<file path="src/rtl/nlt_pkg.sv">
package nlt_pkg;

	localparam int TABLE_SLOTS_DEF = 16;
	localparam int MAX_EVENTS      = 16;
	localparam int EVT_CNT_W       = $clog2(MAX_EVENTS + 1);
	localparam int MAC_W           = 48;
	localparam int TIME_W          = 32;
	localparam int SLOT_W          = 4;
	localparam int CFG_IDX_W       = 1;

	localparam logic [TIME_W-1:0] RST_OFFLINE_TIMEOUT = TIME_W'(10000);
	localparam logic [TIME_W-1:0] RST_CHECK_PERIOD    = TIME_W'(1000);

	localparam logic [CFG_IDX_W-1:0] CFG_OFFLINE_TIMEOUT = 1'b0;
	localparam logic [CFG_IDX_W-1:0] CFG_CHECK_PERIOD    = 1'b1;

	localparam logic OP_PACKET = 1'b0;
	localparam logic OP_CHECK  = 1'b1;

	typedef enum logic [1:0] {
		EV_DISCOVERED = 2'd0,
		EV_ONLINE     = 2'd1,
		EV_OFFLINE    = 2'd2,
		EV_TABLE_FULL = 2'd3
	} ev_kind_t;

	typedef enum logic [3:0] {
		ST_IDLE,
		ST_P_LOOK,
		ST_P_CHK,
		ST_P_DISC,
		ST_P_ON,
		ST_P_FULL,
		ST_S_LOOK,
		ST_S_CHK,
		ST_FLUSH
	} state_t;

	typedef struct packed {
		logic              opcode;
		logic [MAC_W-1:0]  sender_mac;
		logic [TIME_W-1:0] now_ms;
	} in_item_t;

	typedef struct packed {
		ev_kind_t          event_kind;
		logic [SLOT_W-1:0] slot_index;
		logic [MAC_W-1:0]  event_mac;
		logic [TIME_W-1:0] elapsed_ms;
		logic              last_event;
	} out_item_t;

	typedef struct packed {
		logic [MAC_W-1:0]  mac;
		logic [TIME_W-1:0] seen;
	} entry_t;

	typedef struct packed {
		logic [TIME_W-1:0] x;
		logic [TIME_W-1:0] y;
		logic [TIME_W-1:0] lim;
		logic [MAC_W-1:0]  mac_a;
		logic [MAC_W-1:0]  mac_b;
	} unit_in_t;

	typedef struct packed {
		logic [TIME_W-1:0] diff;
		logic              gt;
		logic              eq;
		logic              mac_eq;
	} unit_out_t;

endpackage

</file>
<file path="src/rtl/nlt_store.sv">
module nlt_store import nlt_pkg::*; #(
	parameter int SLOTS = TABLE_SLOTS_DEF,
	parameter int IDX_W = 4
) (
	input  logic             clk,
	input  logic             we,
	input  logic [IDX_W-1:0] waddr,
	input  entry_t           wdata,
	input  logic [IDX_W-1:0] raddr,
	output entry_t           rdata
);

	entry_t mem [SLOTS];

	always_ff @(posedge clk) begin
		if (we) begin
			mem[waddr] <= wdata;
		end
		rdata <= mem[raddr];
	end

endmodule

</file>
<file path="src/rtl/nlt_unit.sv">
module nlt_unit import nlt_pkg::*; (
	input  unit_in_t  u_in,
	output unit_out_t u_out
);

	always_comb begin
		u_out.diff   = u_in.x - u_in.y;
		u_out.gt     = u_out.diff > u_in.lim;
		u_out.eq     = u_out.diff == u_in.lim;
		u_out.mac_eq = u_in.mac_a == u_in.mac_b;
	end

endmodule

</file>
<file path="src/rtl/nlt_ctrl.sv">
module nlt_ctrl import nlt_pkg::*; #(
	parameter int SLOTS = TABLE_SLOTS_DEF,
	parameter int IDX_W = 4,
	parameter int CNT_W = 5
) (
	input  logic                 clk,
	input  logic                 arst_n,
	input  logic                 in_valid,
	output logic                 in_stall,
	input  in_item_t             in_data,
	output logic                 out_valid,
	input  logic                 out_stall,
	output out_item_t            out_data,
	input  logic                 cfg_valid,
	output logic                 cfg_ready,
	input  logic [CFG_IDX_W-1:0] cfg_index,
	input  logic [TIME_W-1:0]    cfg_data,
	output logic                 mem_we,
	output logic [IDX_W-1:0]     mem_waddr,
	output entry_t               mem_wdata,
	output logic [IDX_W-1:0]     mem_raddr,
	input  entry_t               mem_rdata,
	output unit_in_t             u_in,
	input  unit_out_t            u_out
);

	state_t state_q, state_d;

	logic [CNT_W-1:0]     idx_q;
	logic [IDX_W-1:0]     free_idx_q;
	logic                 free_v_q;
	logic [EVT_CNT_W-1:0] cnt_q;
	logic [MAC_W-1:0]     mac_q;
	logic [TIME_W-1:0]    now_q;
	logic [TIME_W-1:0]    timeout_q;
	logic [TIME_W-1:0]    period_q;
	logic [TIME_W-1:0]    last_sweep_q;
	logic [SLOTS-1:0]     valid_q;
	logic [SLOTS-1:0]     online_q;
	out_item_t            pend_q;
	logic                 pend_v_q;
	out_item_t            out_q;
	logic                 out_v_q;

	logic [IDX_W-1:0]    idx_s;
	logic [IDX_W+SLOT_W-1:0] idx_x;
	logic [IDX_W+SLOT_W-1:0] free_x;
	logic                idx_end;
	logic                out_free;
	logic                emit_ok;
	logic                in_acc;
	logic                sweep_start;
	logic                idx_inc;
	logic                free_set;
	logic                set_new;
	logic                set_on;
	logic                clr_on;
	logic                cnt_inc;
	logic                emit;
	logic                flush;
	out_item_t           ev;

	assign idx_s    = idx_q[IDX_W-1:0];
	assign idx_x    = {{SLOT_W{1'b0}}, idx_s};
	assign free_x   = {{SLOT_W{1'b0}}, free_idx_q};
	assign idx_end  = idx_q == CNT_W'(SLOTS);
	assign out_free = !out_v_q || !out_stall;
	assign emit_ok  = !pend_v_q || out_free;

	assign in_stall  = state_q != ST_IDLE;
	assign in_acc    = in_valid && !in_stall;
	assign cfg_ready = 1'b1;
	assign out_valid = out_v_q;
	assign out_data  = out_q;

	assign mem_raddr = idx_s;
	assign mem_waddr = (state_q == ST_P_DISC) ? free_idx_q : idx_s;
	assign mem_wdata = '{mac: mac_q, seen: now_q};

	always_ff @(posedge clk or negedge arst_n) begin
		if (!arst_n) begin
			state_q <= ST_IDLE;
		end else begin
			state_q <= state_d;
		end
	end

	always_comb begin
		state_d     = state_q;
		sweep_start = 1'b0;
		idx_inc     = 1'b0;
		free_set    = 1'b0;
		set_new     = 1'b0;
		set_on      = 1'b0;
		clr_on      = 1'b0;
		cnt_inc     = 1'b0;
		emit        = 1'b0;
		flush       = 1'b0;
		mem_we      = 1'b0;
		ev          = '0;
		u_in.x      = now_q;
		u_in.y      = mem_rdata.seen;
		u_in.lim    = timeout_q;
		u_in.mac_a  = mac_q;
		u_in.mac_b  = mem_rdata.mac;
		case (state_q)
			ST_IDLE: begin
				if (in_acc) begin
					case (in_data.opcode)
						OP_PACKET: state_d = ST_P_LOOK;
						OP_CHECK: begin
							u_in.x   = in_data.now_ms;
							u_in.y   = last_sweep_q;
							u_in.lim = period_q;
							if (u_out.gt || u_out.eq) begin
								sweep_start = 1'b1;
								state_d     = ST_S_LOOK;
							end
						end
						default: state_d = ST_IDLE;
					endcase
				end
			end
			ST_P_LOOK: begin
				if (idx_end) begin
					state_d = free_v_q ? ST_P_DISC : ST_P_FULL;
				end else begin
					state_d = ST_P_CHK;
				end
			end
			ST_P_CHK: begin
				if (valid_q[idx_s] && u_out.mac_eq) begin
					if (online_q[idx_s]) begin
						mem_we  = 1'b1;
						state_d = ST_FLUSH;
					end else if (emit_ok) begin
						mem_we        = 1'b1;
						set_on        = 1'b1;
						emit          = 1'b1;
						ev.event_kind = EV_ONLINE;
						ev.slot_index = idx_x[SLOT_W-1:0];
						ev.event_mac  = mac_q;
						state_d       = ST_FLUSH;
					end
				end else begin
					free_set = !valid_q[idx_s] && !free_v_q;
					idx_inc  = 1'b1;
					state_d  = ST_P_LOOK;
				end
			end
			ST_P_DISC: begin
				if (emit_ok) begin
					mem_we        = 1'b1;
					set_new       = 1'b1;
					emit          = 1'b1;
					ev.event_kind = EV_DISCOVERED;
					ev.slot_index = free_x[SLOT_W-1:0];
					ev.event_mac  = mac_q;
					state_d       = ST_P_ON;
				end
			end
			ST_P_ON: begin
				if (emit_ok) begin
					emit          = 1'b1;
					ev.event_kind = EV_ONLINE;
					ev.slot_index = free_x[SLOT_W-1:0];
					ev.event_mac  = mac_q;
					state_d       = ST_FLUSH;
				end
			end
			ST_P_FULL: begin
				if (emit_ok) begin
					emit          = 1'b1;
					ev.event_kind = EV_TABLE_FULL;
					ev.event_mac  = mac_q;
					state_d       = ST_FLUSH;
				end
			end
			ST_S_LOOK: begin
				if (idx_end || cnt_q == EVT_CNT_W'(MAX_EVENTS)) begin
					state_d = ST_FLUSH;
				end else begin
					state_d = ST_S_CHK;
				end
			end
			ST_S_CHK: begin
				if (valid_q[idx_s] && online_q[idx_s] && u_out.gt) begin
					if (emit_ok) begin
						clr_on        = 1'b1;
						emit          = 1'b1;
						ev.event_kind = EV_OFFLINE;
						ev.slot_index = idx_x[SLOT_W-1:0];
						ev.event_mac  = mem_rdata.mac;
						ev.elapsed_ms = u_out.diff;
						cnt_inc       = 1'b1;
						idx_inc       = 1'b1;
						state_d       = ST_S_LOOK;
					end
				end else begin
					idx_inc = 1'b1;
					state_d = ST_S_LOOK;
				end
			end
			ST_FLUSH: begin
				if (!pend_v_q) begin
					state_d = ST_IDLE;
				end else if (out_free) begin
					flush   = 1'b1;
					state_d = ST_IDLE;
				end
			end
			default: state_d = ST_IDLE;
		endcase
	end

	always_ff @(posedge clk or negedge arst_n) begin
		if (!arst_n) begin
			idx_q        <= '0;
			free_v_q     <= 1'b0;
			cnt_q        <= '0;
			timeout_q    <= RST_OFFLINE_TIMEOUT;
			period_q     <= RST_CHECK_PERIOD;
			last_sweep_q <= '0;
			valid_q      <= '0;
			online_q     <= '0;
			pend_v_q     <= 1'b0;
			out_v_q      <= 1'b0;
		end else begin
			if (cfg_valid && cfg_ready) begin
				case (cfg_index)
					CFG_OFFLINE_TIMEOUT: timeout_q <= cfg_data;
					CFG_CHECK_PERIOD:    period_q  <= cfg_data;
					default: ;
				endcase
			end
			if (in_acc) begin
				idx_q    <= '0;
				free_v_q <= 1'b0;
				cnt_q    <= '0;
			end
			if (sweep_start) begin
				last_sweep_q <= in_data.now_ms;
			end
			if (idx_inc) begin
				idx_q <= idx_q + CNT_W'(1);
			end
			if (free_set) begin
				free_v_q <= 1'b1;
			end
			if (cnt_inc) begin
				cnt_q <= cnt_q + EVT_CNT_W'(1);
			end
			if (set_new) begin
				valid_q[free_idx_q]  <= 1'b1;
				online_q[free_idx_q] <= 1'b1;
			end
			if (set_on) begin
				online_q[idx_s] <= 1'b1;
			end
			if (clr_on) begin
				online_q[idx_s] <= 1'b0;
			end
			if ((emit && pend_v_q) || flush) begin
				out_v_q <= 1'b1;
			end else if (out_v_q && !out_stall) begin
				out_v_q <= 1'b0;
			end
			if (emit) begin
				pend_v_q <= 1'b1;
			end
			if (flush) begin
				pend_v_q <= 1'b0;
			end
		end
	end

	always_ff @(posedge clk) begin
		if (in_acc) begin
			mac_q <= in_data.sender_mac;
			now_q <= in_data.now_ms;
		end
		if (free_set) begin
			free_idx_q <= idx_s;
		end
		if (emit) begin
			pend_q <= ev;
			if (pend_v_q) begin
				out_q <= {pend_q[$bits(out_item_t)-1:1], 1'b0};
			end
		end
		if (flush) begin
			out_q <= {pend_q[$bits(out_item_t)-1:1], 1'b1};
		end
	end

	a_idle_no_pend: assert property (@(posedge clk) disable iff (!arst_n)
		(state_q == ST_IDLE) |-> !pend_v_q)
		else $error("pending event left behind in idle");

	a_online_valid: assert property (@(posedge clk) disable iff (!arst_n)
		(online_q & ~valid_q) == '0)
		else $error("online mark on an invalid slot");

	a_we_state: assert property (@(posedge clk) disable iff (!arst_n)
		mem_we |-> (state_q == ST_P_CHK || state_q == ST_P_DISC))
		else $error("table write outside packet update");

	a_cnt_bound: assert property (@(posedge clk) disable iff (!arst_n)
		cnt_inc |-> (cnt_q < EVT_CNT_W'(MAX_EVENTS)))
		else $error("sweep event count overrun");

endmodule

</file>
<file path="src/rtl/node_liveness_table.sv">
// Channel | Dir | Handshake          | Payload
// in      | in  | in_valid/in_stall  | in_data (in_item_t)
// out     | out | out_valid/out_stall| out_data (out_item_t)
// cfg     | in  | cfg_valid/cfg_ready| cfg_index, cfg_data
//
// Packet: walks the slots (registered table read) until the sender matches or the table ends.
// Check: no walk when no sweep is due, else walks the slots until the end or MAX_EVENTS events; one item at a time.
// Reset clears valid/online marks, sweep time and registers at once; no clearing pass.
// A stalled output holds one beat in the output register and one pending beat; the walk waits.
module node_liveness_table import nlt_pkg::*; #(
	parameter int TABLE_SLOTS = TABLE_SLOTS_DEF
) (
	input  logic                 clk,
	input  logic                 arst_n,
	input  logic                 in_valid,
	output logic                 in_stall,
	input  in_item_t             in_data,
	output logic                 out_valid,
	input  logic                 out_stall,
	output out_item_t            out_data,
	input  logic                 cfg_valid,
	output logic                 cfg_ready,
	input  logic [CFG_IDX_W-1:0] cfg_index,
	input  logic [TIME_W-1:0]    cfg_data
);

	localparam int IDX_W = (TABLE_SLOTS > 1) ? $clog2(TABLE_SLOTS) : 1;
	localparam int CNT_W = $clog2(TABLE_SLOTS + 1);

	logic             mem_we;
	logic [IDX_W-1:0] mem_waddr;
	entry_t           mem_wdata;
	logic [IDX_W-1:0] mem_raddr;
	entry_t           mem_rdata;
	unit_in_t         u_in;
	unit_out_t        u_out;

	nlt_ctrl #(
		.SLOTS (TABLE_SLOTS),
		.IDX_W (IDX_W),
		.CNT_W (CNT_W)
	) u_ctrl (
		.clk       (clk),
		.arst_n    (arst_n),
		.in_valid  (in_valid),
		.in_stall  (in_stall),
		.in_data   (in_data),
		.out_valid (out_valid),
		.out_stall (out_stall),
		.out_data  (out_data),
		.cfg_valid (cfg_valid),
		.cfg_ready (cfg_ready),
		.cfg_index (cfg_index),
		.cfg_data  (cfg_data),
		.mem_we    (mem_we),
		.mem_waddr (mem_waddr),
		.mem_wdata (mem_wdata),
		.mem_raddr (mem_raddr),
		.mem_rdata (mem_rdata),
		.u_in      (u_in),
		.u_out     (u_out)
	);

	nlt_store #(
		.SLOTS (TABLE_SLOTS),
		.IDX_W (IDX_W)
	) u_store (
		.clk   (clk),
		.we    (mem_we),
		.waddr (mem_waddr),
		.wdata (mem_wdata),
		.raddr (mem_raddr),
		.rdata (mem_rdata)
	);

	nlt_unit u_unit (
		.u_in  (u_in),
		.u_out (u_out)
	);

endmodule

</file>
<file path="config.mk">
export PLATFORM = sky130hd
export DESIGN_NAME = node_liveness_table
export DESIGN_NICKNAME = d
export VERILOG_FILES = /design/src/rtl/nlt_pkg.sv /design/src/rtl/nlt_store.sv /design/src/rtl/nlt_unit.sv /design/src/rtl/nlt_ctrl.sv /design/src/rtl/node_liveness_table.sv
export SDC_FILE = /design/constraint.sdc
export NUM_CORES = 2
export LEC_CHECK = 0
export ABC_AREA = 1
export CAP_MARGIN = 10
export CORE_AREA = 2 2 570 402
export DETAILED_ROUTE_END_ITERATION = 8
export DIE_AREA = 0 0 572 404
export DONT_BUFFER_PORTS = 1
export GPL_TIMING_DRIVEN = 0
export HOLD_SLACK_MARGIN = 0.06
export PLACE_DENSITY = 0.56
export SYNTH_ARGS = -nofsm -noshare
export SYNTH_HDL_FRONTEND = slang
export SYNTH_HIERARCHICAL = 1
export SYNTH_SLANG_ARGS = --single-unit
</file>
<file path="constraint.sdc">
create_clock -name clk -period 9.45 [get_ports clk]
set_input_delay 2.3625 -clock clk [delete_from_list [all_inputs] [get_ports clk]]
set_output_delay 2.3625 -clock clk [all_outputs]
set_load 0.005 [all_outputs]
</file>
# After elaboration in Yosys (flattened, before gate mapping)
# Memories as Yosys holds them, arrays and structs flattened. A register that Yosys moved wholly into a read port is not among the register bits.
# Index checks and enable logic that the tools add are counted.
[word_totals]
register_bits = 402
latch_bits = 0
ram_bits = 1280
romBits = 0
in_bits = 119
output_inout_bits = 90
elab_cells = 171
mem_count = 1
[classes]
add_sub_neg = 3
mul = 0
div = 0
order_cmp = 5
n_eq_ne = 17
shifts = 0
mux = 79
n_bitwise = 7
n_reduce_logical = 36
[mem_list]
columns = ["memory", "words", "width", "rd", "rd_ports_with_merged_regs", "write_ports", "line_no", "rtl"]
rows = [
  ["u_store.mem", 16, 80, 1, 1, 1, "nlt_store.sv:13", "entry_t mem [SLOTS];"],
]
[ops]
columns = ["operator", "count"]
rows = [
  ["$mux W96", 3],
  ["$mux W87", 3],
  ["$pmux W48 S5", 1],
  ["$mux W86", 2],
  ["$mux W54", 2],
  ["$mux W53", 2],
  ["$mux W4", 13],
  ["$mux W52", 1],
  ["$eq A48 B48 Y1", 1],
  ["$mux W16", 3],
  ["$mux W48", 1],
  ["$or A16 B16 Y16", 3],
  ["$eq A32 B32 Y1", 1],
  ["$gt A32 B32 Y1", 1],
  ["$mux W1", 32],
  ["$pmux W4 S8", 1],
  ["$sub A32 B32 Y32", 1],
  ["$and A16 B16 Y16", 1],
  ["$eq A4 B3 Y1 const B", 4],
  ["$not A16 Y16", 1],
  ["$pmux W4 S4", 1],
  ["$mux W5", 3],
  ["$reduce_bool A2 Y1", 6],
  ["$add A5 B1 Y5 const B", 2],
  ["28 further kinds", 58],
]

# Depth between registers and ports, before layout
[depth]
ltp_word = 13
depth_mapped = 40
mapped_depth_nobuf = 37

# Hierarchy
# The synthesis kept the hierarchy.
[modules_own_cells]
columns = ["module", "instances", "cells_each", "area_per_inst_um2"]
rows = [
  ["nlt_store", 1, 5255, 56195.1],
  ["nlt_ctrl", 1, 1845, 18436.4],
  ["nlt_unit", 1, 739, 3872.5],
]

# Least setup slack after synthesis
# Ideal clock, no wire load.
[synth_path]
path_type = "input -> register"
start = "input port in_data[80] (netlist name)"
end = "register u_ctrl.out_q, in the netlist u_ctrl/out_data[10], enable pin"
t_arrival_ps = 8055
required_ps = 9003
setup_slack_ps = 948
cell_stages = 32
path_buffers = 3
cell_sequence = "nand2_1 > inv_1 > nand2_1 > clkbuf_1 > buf_2 > mux2_2 > ha_1 > fa_1 > inv_1 > nand3_1 > nand3_1 > nand3_1 > nand3b_1 > nand2_1 > nand3_1 > nand2_1 > ha_1 > nand2_1 > nor2_1 > nand2_1 > nor2_1 > nand2_1 > nand2_1 > nor2_1 > a21oi_1 > inv_1 > nor2_4 > nand3_2 > nand3_4 > buf_6 > nand2_1 > nand2_1"
[synth_rtl]
columns = ["element", "line_no", "rtl"]
rows = [
  ["from (decl)", "node_liveness_table.sv:17", "input in_item_t in_data,"],
  ["to (signal assigned)", "nlt_ctrl.sv:288", "out_q <= {pend_q[$bits(out_item_t)-1:1], 1'b0};"],
  ["to (signal assigned)", "nlt_ctrl.sv:292", "out_q <= {pend_q[$bits(out_item_t)-1:1], 1'b1};"],
  ["to (decl)", "nlt_ctrl.sv:42", "out_item_t out_q;"],
]

==> out/results.ini <==
[status]
run_status=completed

[worst_setup_path]
startpoint_type=input pin
critical-path-top-delay-family=simple AND/OR/NAND/NOR gates
worst-path-max-fanout=56
crit_top_cell=sky130_fd_sc_hd__nand2_1
max_stage_delay_ps=530
cp-startpoint=in_data[80]
endpoint_arrival_time_on_the_critical_path_ps=9600
r2r.worst_path.cells=34
worst-endpoint-required_ps=9950
crit_buf_inv=7
r2r_slack_ps=1160
worst_setup_path_end_kind=flip-flop
crit-reg2reg-capture=u_ctrl/out_data[47]
timing.setup.critical_path_class=input pin to flip-flop
cp_slowest_cell=sky130_fd_sc_hd__nand2_8
crit_path_end=u_ctrl/out_data[47]
path_depth=31
reg2reg_from=u_ctrl/state_q[0]

[power_and_ir_drop]
p_leak_nw=38.6
worst_ir_drop_vdd_v=0.000206
power_density_nw_per_um2=299

[flow_run]
cap_violations=0

[placed_design]
finalWeightedCongestion=0.856
place.detailed.hpwl_um=165000
place.port_buffers=0
cell_total_after_placement=10900

[synthesis]
ys_seq_area_frac=0.655
syn-num-nets=8028
synth.top_cells.by_area=sky130_fd_sc_hd__edfxtp_1, sky130_fd_sc_hd__nand2_1, sky130_fd_sc_hd__nand3_1
synth_enable_flop_cells=1536
total_of_flip_flops_plus_latches_after_synthesis=1762
yosysWarnings=6
async_flop_share=0.0823
syn-mean-instance-area_um2=10.0
cell_area_synth_um2=78500
synthDominantAreaCellType=sky130_fd_sc_hd__edfxtp_1
synth_flop_cell=sky130_fd_sc_hd__edfxtp_1
synth_top_area_frac=0.588
synthCells=7839
synth.lib_cells_used.distinct=46

[die]
design.portCount=209
die_height_um=404
initial_core_util=0.348
fp.dieW_um=572
std_cell_rows=146
core_area_um2=225000
die_area_um2=231000

[detailed_routing]
wl_um=238000
avgRoutedWirePerCell_um=21.1
drc=0
route.vias.total=54800
first_iter_violations=6135
detail_route.vias_per_cell=4.86
dr.pass1.iters=6
drt_antenna_net_count=0

[clocking]
worst_skew_pair.late_latency_ps=850
clk_transition_reported_paths_ps=60
clockBufferDepth=3
number_of_buffers_inserted_during_clock_tree_synthesis=179
cts_hold_buf=0
cts_root_buffer=sky130_fd_sc_hd__clkbuf_16
ctsHtreeMaxLevel=4
cts.sinks=1762
post_cts_buffers=0
tritoncts=done

[layout]
instances_no_fill=11300
areaGrowthSynthToFinish_pct=14.3
finalCoreUtilization=0.398
post_route_cells_drive_above_1_share=0.100
fin_nets=8267
layout.filler_cells=21700

[timing]
grt_setup_unrepaired=no
min_period_over_period=0.964
slew_violations=0
max_freq_mhz=110
skew_ps=57.7
worst_slew_margin_rel=0.187
final.min_clock_period_ps=9110
finalSetupTns_ps=0
timing.final.setup_violations=0
final_hold_viol_count=0
finalHoldWorstSlack_ps=449
max_slew.worst_pin.slew_ps=1220

[worst_hold_path]
hold_class=flip-flop to flip-flop

[global_route]
grt_total_ovfl=0
antenna_violations_before_repair=23
grt_start_max_net_pins=146
grt_pass1_vias=51200
wire_length_of_the_first_global_routing_pass_um=344000
grt_use_total=0.203

## sequential cells by signal (all words and copies together), names as in the netlist, 4 cells and up
register / cells
u_ctrl/pend_q: 86
u_ctrl/valid_q: 16
u_ctrl/last_sweep_q: 32
u_ctrl/cnt_q: 5
u_ctrl/period_q: 32
u_ctrl/out_data: 87
u_ctrl/timeout_q: 32
u_ctrl/idx_q: 5
u_ctrl/now_q: 32
u_ctrl/online_q: 16
u_store/rdata: 80
u_ctrl/mac_q: 48
u_ctrl/free_idx_q: 4
u_store/mem: 1280
u_ctrl/state_q: 4
## worst min-delay path by stage
stage,from,end,slack (ps),depth (start not counted)
floorplan,u_ctrl/valid_q[10],u_ctrl/valid_q[10],420,2
global placement,u_ctrl/valid_q[1],u_ctrl/valid_q[1],440,2
detailed placement,u_ctrl/valid_q[10],u_ctrl/valid_q[10],440,2
CTS,u_ctrl/valid_q[10],u_ctrl/valid_q[10],450,2
global route,u_ctrl/valid_q[15],u_ctrl/valid_q[15],470,2
finish,u_ctrl/valid_q[9],u_ctrl/valid_q[9],450,2
## kinds of logic (layout without fill, tap and decap cells)
| group | Yosys count | in the layout | synth area share |
|---|---|---|---|
| adder cells (fa/ha/maj) | 70 | 70 | 0.0113 |
| XOR/XNOR | 64 | 64 | 0.00714 |
| AND/OR/NAND/NOR | 3853 | 3853 | 0.206 |
| buffers and inverters | 1776 | 2172 | 0.0954 |
| other | 1 | 15 | 0.0000478 |
| AO/OA/AOI/OAI | 249 | 249 | 0.0166 |
| multiplexers | 64 | 64 | 0.00918 |
| flip-flops | 1762 | 1762 | 0.655 |
## worst register-to-register path, delay by kind of cell, from the launching register on
| family | cells | cell delay, ps |
|---|---|---|
| buffers and inverters | 8 | 1800 |
| AO/OA/AOI/OAI | 1 | 510 |
| flip-flops | 1 | 460 |
| adder cells (fa/ha/maj) | 3 | 1000 |
| AND/OR/NAND/NOR | 21 | 3740 |
| multiplexers | 1 | 400 |
## cell usage in the layout, fill, tap and decap left out, drive strengths merged, types with 2 or more instances in the layout
master and instances:
nand2 2536, edfxtp 1536, inv 1332, nand3 1114, buf 439, clkbuf 317, o21ai 166, nor2 152
dfrtp 134, dfxtp 81, ha 69, mux2 64, clkinv 62, a21oi 50, xnor2 34, xor2 30
nor3 21, nand4 18, a31oi 16, bufinv 15, diode 14, dfstp 11, clkinvlp 7, o22ai 7
o21bai 5, o211ai 3, nand3b 3, and2 3, or2 3, nor4 2
## final cells by class
class                           instances  area (um^2)  share of cell area
Sequential cell                      1762        51400               0.573
Antenna cell                           14         35.0            0.000391
Clock buffer                          247         5020              0.0560
Timing Repair Buffer                   58         1210              0.0135
Tap cell                             3034         3800              0.0423
Inverter                             1325         4980              0.0555
Clock inverter                         91          982              0.0110
Buffer                                451         2520              0.0281
Multi-Input combinational cell       4301        19800               0.220
## timing repair
action | 4_1_cts | 5_1_grt
cloned | 0 | 0
gates resized for setup | 1 | 2
setup endpoints to repair | 24 | 31
## routing by layer
metal,global-route usage,up-vias,part of all wire
met2,0.301,2166,0.43
met3,0.0406,320,0.088
li1,-,25700,-
met5,0,-,0.00019
met1,0.301,26600,0.46
met4,0.0552,8,0.026
## synthesized netlist by cell type (3+ instances only)
cell and count:
sky130_fd_sc_hd__dfrtp_1 134, sky130_fd_sc_hd__a21oi_1 50, sky130_fd_sc_hd__nand4_1 18, sky130_fd_sc_hd__buf_4 134
sky130_fd_sc_hd__nand3_2 12, sky130_fd_sc_hd__o21bai_1 5, sky130_fd_sc_hd__clkbuf_1 70, sky130_fd_sc_hd__ha_1 69
sky130_fd_sc_hd__or2_2 3, sky130_fd_sc_hd__inv_1 1310, sky130_fd_sc_hd__nor2_4 3, sky130_fd_sc_hd__a31oi_1 16
sky130_fd_sc_hd__nand2_2 13, sky130_fd_sc_hd__xnor2_1 34, sky130_fd_sc_hd__buf_6 8, sky130_fd_sc_hd__nor3_1 20
sky130_fd_sc_hd__o21ai_0 165, sky130_fd_sc_hd__o22ai_1 7, sky130_fd_sc_hd__dfxtp_1 81, sky130_fd_sc_hd__buf_2 208
sky130_fd_sc_hd__and2_1 3, sky130_fd_sc_hd__mux2_2 64, sky130_fd_sc_hd__xor2_1 30, sky130_fd_sc_hd__inv_2 13
sky130_fd_sc_hd__o211ai_1 3, sky130_fd_sc_hd__dfstp_2 11, sky130_fd_sc_hd__nand3_1 1101, sky130_fd_sc_hd__edfxtp_1 1536
sky130_fd_sc_hd__nand2_1 2522, sky130_fd_sc_hd__nand3b_1 3, sky130_fd_sc_hd__buf_1 31, sky130_fd_sc_hd__nor2_1 145
## stage by stage
stage,power [mW],area (um^2),worst slack [ps]
CTS,26.9,89700,230
finish,26.8,89700,344
global placement,19.4,82300,-3330
global route,28.2,89700,7.18
detailed placement,19.6,83600,-891
floorplan,16.0,78500,948
## power breakdown
| group | leakage (nW) | total [mW] | switching (mW) | internal, mW |
|---|---|---|---|---|
| Sequential | 16.3 | 10.4 | 0.714 | 9.71 |
| Clock | 2.92 | 7.27 | 3.12 | 4.15 |
| Combinational | 19.4 | 9.10 | 6.43 | 2.67 |
Power figures use the tool's default switching activity.
